[src/imush_pkg.sv]
`timescale 1ns / 1ps
// Shared constants, tables and types of the IMU scaling and heading block.
package imush_pkg;

    // Number of CORDIC vectoring steps, one pipeline stage each (12 to 32).
    localparam int CORDIC_STEPS = 20;

    // Scaling lane: pre-factor product, gain product and saturate stages.
    localparam int LANE_STAGES   = 3;
    localparam int CORDIC_STAGES = CORDIC_STEPS + 2;
    localparam int PIPE_STAGES   = LANE_STAGES + CORDIC_STAGES;
    localparam int NUM_LANES     = 9;

    localparam int RAW_W    = 16;
    localparam int FACTOR_W = 9;
    localparam int GAIN_W   = 32;
    localparam int OUT_W    = 32;
    localparam int P1_W     = 25;
    localparam int P2_W     = 57;

    // CORDIC datapath widths: x/y carry growth, angle in Q8.24 degrees.
    localparam int XW = 36;
    localparam int ZW = 35;
    localparam int QW = ZW - 8;
    localparam int HEAD_W = 25;

    localparam logic [ZW-1:0] Z_HALF_TURN = ZW'(180) << 24;
    localparam logic [HEAD_W-1:0] HEAD_WRAP = HEAD_W'(360) << 16;

    localparam logic [ZW-1:0] ATAN_TAB [0:31] = '{
        754974720, 445687602, 235489088, 119537938, 60000934, 30029717,
        15018523, 7509720, 3754917, 1877466, 938734, 469367, 234684, 117342,
        58671, 29335, 14668, 7334, 3667, 1833, 917, 458, 229, 115, 57, 29,
        14, 7, 4, 2, 1, 0
    };

    // Configuration register indexes.
    localparam int CFG_IDX_W = 3;
    localparam logic [CFG_IDX_W-1:0] REG_MAG_ADJ_X  = 3'd0;
    localparam logic [CFG_IDX_W-1:0] REG_MAG_ADJ_Y  = 3'd1;
    localparam logic [CFG_IDX_W-1:0] REG_MAG_ADJ_Z  = 3'd2;
    localparam logic [CFG_IDX_W-1:0] REG_ACCEL_GAIN = 3'd3;
    localparam logic [CFG_IDX_W-1:0] REG_GYRO_GAIN  = 3'd4;
    localparam logic [CFG_IDX_W-1:0] REG_MAG_GAIN   = 3'd5;

    // Stage enables of the heading pipeline.
    typedef struct packed {
        logic                    prep;
        logic [CORDIC_STEPS-1:0] step;
        logic                    fin;
    } cordic_en_t;

    typedef logic [NUM_LANES-1:0][OUT_W-1:0] axis_vec_t;

endpackage

[src/imush_scale_lane.sv]
`timescale 1ns / 1ps
// One scaling lane: raw axis times pre-factor times gain, shifted and saturated.
module imush_scale_lane (
    input  logic                             clk,
    input  logic [imush_pkg::LANE_STAGES-1:0] en,
    input  logic signed [imush_pkg::RAW_W-1:0] raw,
    input  logic [imush_pkg::FACTOR_W-1:0]   factor,
    input  logic [imush_pkg::GAIN_W-1:0]     gain,
    output logic signed [imush_pkg::OUT_W-1:0] result
);
    import imush_pkg::*;

    logic signed [P1_W-1:0] p1_reg;
    logic signed [P2_W-1:0] p2_reg;
    logic signed [OUT_W-1:0] out_reg;

    logic signed [P1_W:0]   p1_full;
    logic signed [P2_W:0]   p2_full;
    logic [P2_W-17:0]       shifted;
    logic [OUT_W-1:0]       sat_val;

    assign p1_full = raw * $signed({1'b0, factor});
    assign p2_full = p1_reg * $signed({1'b0, gain});

    // The floor shift by 16 is a plain bit select of the product.
    assign shifted = p2_reg[P2_W-1:16];

    always_comb
    begin
        if ((&shifted[P2_W-17:OUT_W-1]) || !(|shifted[P2_W-17:OUT_W-1]))
        begin
            sat_val = shifted[OUT_W-1:0];
        end
        else if (shifted[P2_W-17])
        begin
            sat_val = {1'b1, {(OUT_W-1){1'b0}}};
        end
        else
        begin
            sat_val = {1'b0, {(OUT_W-1){1'b1}}};
        end
    end

    always_ff @(posedge clk)
    begin
        if (en[0])
        begin
            p1_reg <= $signed(p1_full[P1_W-1:0]);
        end
        if (en[1])
        begin
            p2_reg <= $signed(p2_full[P2_W-1:0]);
        end
        if (en[2])
        begin
            out_reg <= $signed(sat_val);
        end
    end

    assign result = out_reg;

endmodule

[config.mk]
export PLATFORM = sky130hd
export DESIGN_NAME = imush_scale_lane
export DESIGN_NICKNAME = d
export VERILOG_FILES = /design/src/imush_pkg.sv /design/src/imush_scale_lane.sv
export SDC_FILE = /design/constraint.sdc
export NUM_CORES = 2
export LEC_CHECK = 0
export BUFFER_PORTS_ARGS = -buffer_cell sky130_fd_sc_hd__buf_2
export CAP_MARGIN = 20
export CORE_UTILIZATION = 50
export DETAILED_ROUTE_END_ITERATION = 8
export PLACE_DENSITY = 0.71
export SYNTH_ARGS = -nofsm -noshare
export SYNTH_HDL_FRONTEND = slang
export SYNTH_SLANG_ARGS = --single-unit
[constraint.sdc]
create_clock -name clk -period 23.8 [get_ports clk]
set_input_delay 4.76 -clock clk [delete_from_list [all_inputs] [get_ports clk]]
set_output_delay 4.76 -clock clk [all_outputs]
set_load 0.005 [all_outputs]
# ---- Word level (Yosys, flattened, before mapping)
# Index checks and enable logic that the tools add are counted.
# Widths: inputs -> output; s select.
dict set report classes {
  mux 2
  reduce_logical 4
  mul 2
}
# operator n
set ops {}
lappend ops {{$mux 32} 2}
lappend ops {{$mul 25x33->57} 1}
lappend ops {{$mul 16x10->25} 1}
lappend ops {{$reduce_and 10->1} 1}
lappend ops {{$reduce_or 10->1} 1}
lappend ops {{$logic_not 1->1} 1}
lappend ops {{$logic_or 1x1->1} 1}
dict set report word_totals {
  output_inout_bits 32
  in_bits 61
  regBits 114
}

# ---- Logic depth before layout (Yosys ltp)
dict set report logic_depth {
  ltp_word 4
  mapped_depth 27
}

# ---- Worst setup path before layout
# Ideal clock, no wire load.
dict set report synth_timing {
  path_kind {input port to flip-flop}
  start {input gain[23] (netlist bit)}
  end {register p2_reg[50] (data pin)}
  setup_time_ns 0.259
  setup_slack_ns 12.570
  stages 24
  t_arrival_ns 10.971
  path_cell_list {clkbuf_1 > nand2_1 > fa_1 > inv_1 > fa_1 > inv_1 > fa_1 > fa_1 > inv_1 > fa_1 > fa_1 > inv_1 > fa_1 > inv_1 > ha_1 > nand4_1 > or4_1 > or4_1 > a211oi_2 > a32o_2 > nor2_1 > o211ai_1 > a21oi_1 > xnor2_1}
}
dict set report synth_between {
  elab_chain_len 1
}
# element line
set synth_lines {}
lappend synth_lines {{from (decl)} imush_scale_lane.sv:8} ;# input logic [imush_pkg::GAIN_W-1:0] gain,
lappend synth_lines {{$mul 25x33->57} imush_scale_lane.sv:23} ;# assign p2_full = p1_reg * $signed({1'b0, gain});
lappend synth_lines {{named net p2_full[50]} imush_scale_lane.sv:18} ;# logic signed [P2_W:0] p2_full;
lappend synth_lines {{to (signal assigned)} imush_scale_lane.sv:52} ;# p2_reg <= $signed(p2_full[P2_W-1:0]);
lappend synth_lines {{to (decl)} imush_scale_lane.sv:14} ;# logic signed [P2_W-1:0] p2_reg;
# The timed path passes the listed nets, and every way through them passes these cells.
# A chain may end at the register's enable or synchronous reset.

# ---- Final worst setup path
dict set report layout_timing {
  start {input gain[17] (netlist bit)}
  end {register p2_reg[46] (data pin)}
}
# The elaborated chain is that of the path after synthesis.

==> summary.md <==
| Metric | Value |
|---|---|
| Slowest Stage Delay on Critical Path | `0.62 ns` |
| Tmin final | `11.68 ns` |
| Tot GR Track Use | `0.254` |
| Synth Cell Area | `about 34000 um^2` |
| First-pass GRT wire length | `137000 um` |
| Startpoint types | `input port` |
| Drt first pass iters | `5` |
| Period utilization | `0.491` |
| Core Rows | `95` |
| Top_reg_cell synth | `edfxtp_1` |
| Post-synth EDFFs | `98` |
| Die Area | `68900 um^2` |
| Post-CTS Setup Repair Bufs | `0` |
| Count leader, synth | `inv_1` |
| Initial antenna violation count | `3` |
| Seq/Total Area, Yosys | `0.0868` |
| CP required | `between 20 and 25 ns` |
| GR peak layer | `met2` |
| Critical Path AT | `11.81 ns` |
| Number of global-route vias before repair | `~26k` |
| Die Span Y | `262 um` |
| Finish-stage setup viols | `0` |
| Worst R2R Start | `p1_reg[15]$_DFFE_PP_` |
| Residual DRC | `0` |
| Fillcell total | `6074` |
| Longest Clk Path Bufs | `2` |
| Worst Tran Pin Value | `0.891 ns` |
| Hold Path Class | `flip-flop to flip-flop` |
| Gp weighted congestion | `0.917` |
| Synth Instances | `3601` |
| Dpl hpwl | `66100 um` |
| Final #Nets | `roughly 4.7k` |
| Inst Count DP | `4428` |
| IO Count | `just over 90` |
| Post-layout util | `0.527` |
| DR iter-0 viols | `about 1.5k` |
| Clock root cell | `clkbuf_16` |
| Total CTS buffers | `9` |
| Critical path endpoint | `p2_reg[46]$_DFFE_PP_` |
| DR vias/cell | `about 5.3` |
| Hold depth | `0` |
| Yosys top cell area share | `0.475` |
| R2R depth | `23` |
| Worst setup startpoint | `gain[17]` |
| Capturing point of the worst reg2reg path | `p2_reg[46]$_DFFE_PP_` |
| Core area | `67200 um^2` |
| Syn_area_per_cell | `approximately 9.4 um^2` |
| Worst-Skew Late Latency | `0.40 ns` |
| Synth cell types | `54` |
| Post-cts hold buffer count | `0` |
| RSZ-0062 raised after global routing | `no` |
| Largest net degree at the start of global routing | `42` |
| CTS tree | `yes` |
| Cell taking the most area after synthesis | `fa_1` |
| Fin. Hold Viols | `0` |
| YS warnings | `0` |
| # resized after CTS | `0` |
| Area Growth Syn to Fin | `4.29%` |
| Post-route setup TNS | `0 ns` |
| Global route total overflow | `0` |
| Final max-slew violation count | `0` |
| Run status | `completed` |
| Multi-input logic area | `around 27000 um^2` |
| Critical path's slowest cell | `fa_1` |
| Met1 GRT Util | `0.326` |
| Met2 Resource Use GR | `0.437` |
| Cell Chain, Critical Path | `buf_2 -> nand2_1 -> fa_1 -> inv_1 -> fa_1 -> fa_1 -> fa_1 -> fa_1 -> fa_1 -> inv_1 -> fa_1 -> inv_1 -> ha_1 -> nand3_1 -> or4_1 -> or4_1 -> a211oi_2 -> or3_1 -> a21oi_2 -> o21ai_2 -> a31oi_1 -> xnor2_1` |
| CP Class | `input port to flip-flop` |
| Crit end category | `flip-flop` |
| Max Clock Skew | `0.0213 ns` |
| Layout cells sized above 1 | `0.0417` |
| WL final | `83500 um` |
| Met3 Track Usage GR | `0.0320` |
| Final ANT Viol Nets | `0` |
| Via count | `23.7k` |
| Wire per inst | `roughly 19 um` |
| Htree depth | `3` |
| F_max | `85.6 MHz` |
| Max FO, Critical Path | `25` |
| Final antenna diode count | `0` |
| Synth area leaders | `fa_1 48%, ha_1 10%, inv_1 9.5%, and2_1 9.2%, edfxtp_1 8.7%` |
| Max-slew headroom | `0.406` |
| Chip width | `between 200 and 300 um` |
| Final non-filler cell total | `4444` |
| Clock slew seen by the registers of the worst setup and hold paths | `0.07 ns` |
| Post-synth top cells | `863 x inv_1, 805 x fa_1, 499 x and2_1` |
| Clock sinks | `98` |
| Syn Nets | `4738` |
| Starting Density | `0.505` |
| R2R setup slack | `16.17 ns` |
| Fraction of registers with async set/reset | `0` |
| Crit-path most repeated cell | `fa_1` |
| Largest register FFs | `41` |
| Register area | `2940 um^2` |
| Max cap viols | `0` |
| Buffers on Ports | `between 90 and 100` |
| Register bit total from synthesis | `98` |
==> cell usage in the layout (no fill, tap or decap), types with 5 or more instances in the layout <==
master / netlist / final
buf_4: 1 / 27
o21ai_0: 54 / 54
edfxtp_1: 98 / 98
and2_1: 499 / 499
nand3_1: 14 / 14
nand2b_1: 19 / 19
nor2b_1: 19 / 19
inv_1: 863 / 863
nand4_1: 9 / 9
clkbuf_16: 0 / 9
o21bai_1: 8 / 8
a31oi_1: 7 / 7
nor3_1: 9 / 8
o211ai_1: 5 / 5
buf_2: 0 / 92
fa_1: 805 / 805
a21oi_1: 61 / 61
or2_2: 6 / 6
a21o_1: 27 / 27
xnor2_1: 56 / 56
nor2_1: 38 / 38
o21a_1: 8 / 8
a211oi_1: 6 / 6
or4_1: 6 / 6
and3_1: 7 / 7
nand2_1: 486 / 486
xor2_1: 15 / 15
ha_1: 271 / 271
==> stage by stage <==
stage	instance area (um^2)	setup slack, ns	hold WS [ns]
after floorplan	33900	12.57	0.518
after global placement	35100	11.98	0.504
after detailed placement	35100	11.80	0.526
after CTS	35400	12.21	0.530
after global routing	35400	11.95	0.535
final	35400	12.12	0.521
==> final cells by class <==
cell class                 instances  area share
clock buffer                       9     0.00637
clock inverter                     7     0.00248
inverter                         863      0.0916
multi-input combinational       2475       0.767
sequential                        98      0.0832
tap                              873      0.0309
timing repair buffer             119      0.0187
==> logic make-up (layout without fill, tap and decap cells) <==
group / count (synthesis) / in the layout / synth area share
AOI/OAI and AO/OA: 205 / 205 / 0.0379
xor gates and xnor gates: 71 / 71 / 0.0183
adders and majority gates: 1076 / 1076 / 0.575
buffers and inverters: 1028 / 998 / 0.114
DFF: 98 / 98 / 0.0868
and+or+nand+nor: 1123 / 1123 / 0.168
==> metal layers <==
metal	wire, um	vias to the layer above
li1	-	10400
met1	33400	12200
met2	42000	821
met3	4850	189
met4	3280	2
met5	13	-
==> critical path, delay by kind of cell <==
family | cells | cell delay [ns]
AOI/OAI and AO/OA | 4 | 0.73
xor gates and xnor gates | 1 | 0.15
adders and majority gates | 8 | 4.01
buffers and inverters | 4 | 0.62
and+or+nand+nor | 5 | 1.51
==> how the worst min path moves through the flow <==
| stage | endpoint | slack [ns] | start |
|---|---|---|---|
| after floorplan | result[0]$_DFFE_PP_ | 0.52 | p2_reg[16]$_DFFE_PP_ |
| after global placement | result[31]$_DFFE_PP_ | 0.50 | p2_reg[56]$_DFFE_PP_ |
| after detailed placement | result[31]$_DFFE_PP_ | 0.53 | p2_reg[56]$_DFFE_PP_ |
| after CTS | result[31]$_DFFE_PP_ | 0.53 | p2_reg[56]$_DFFE_PP_ |
| after global routing | result[31]$_DFFE_PP_ | 0.53 | p2_reg[56]$_DFFE_PP_ |
| final | result[31]$_DFFE_PP_ | 0.52 | p2_reg[56]$_DFFE_PP_ |
Power is left out: the tool's default activity adds up to more than one toggle a clock period on the data nets, which glitch-free logic cannot reach.
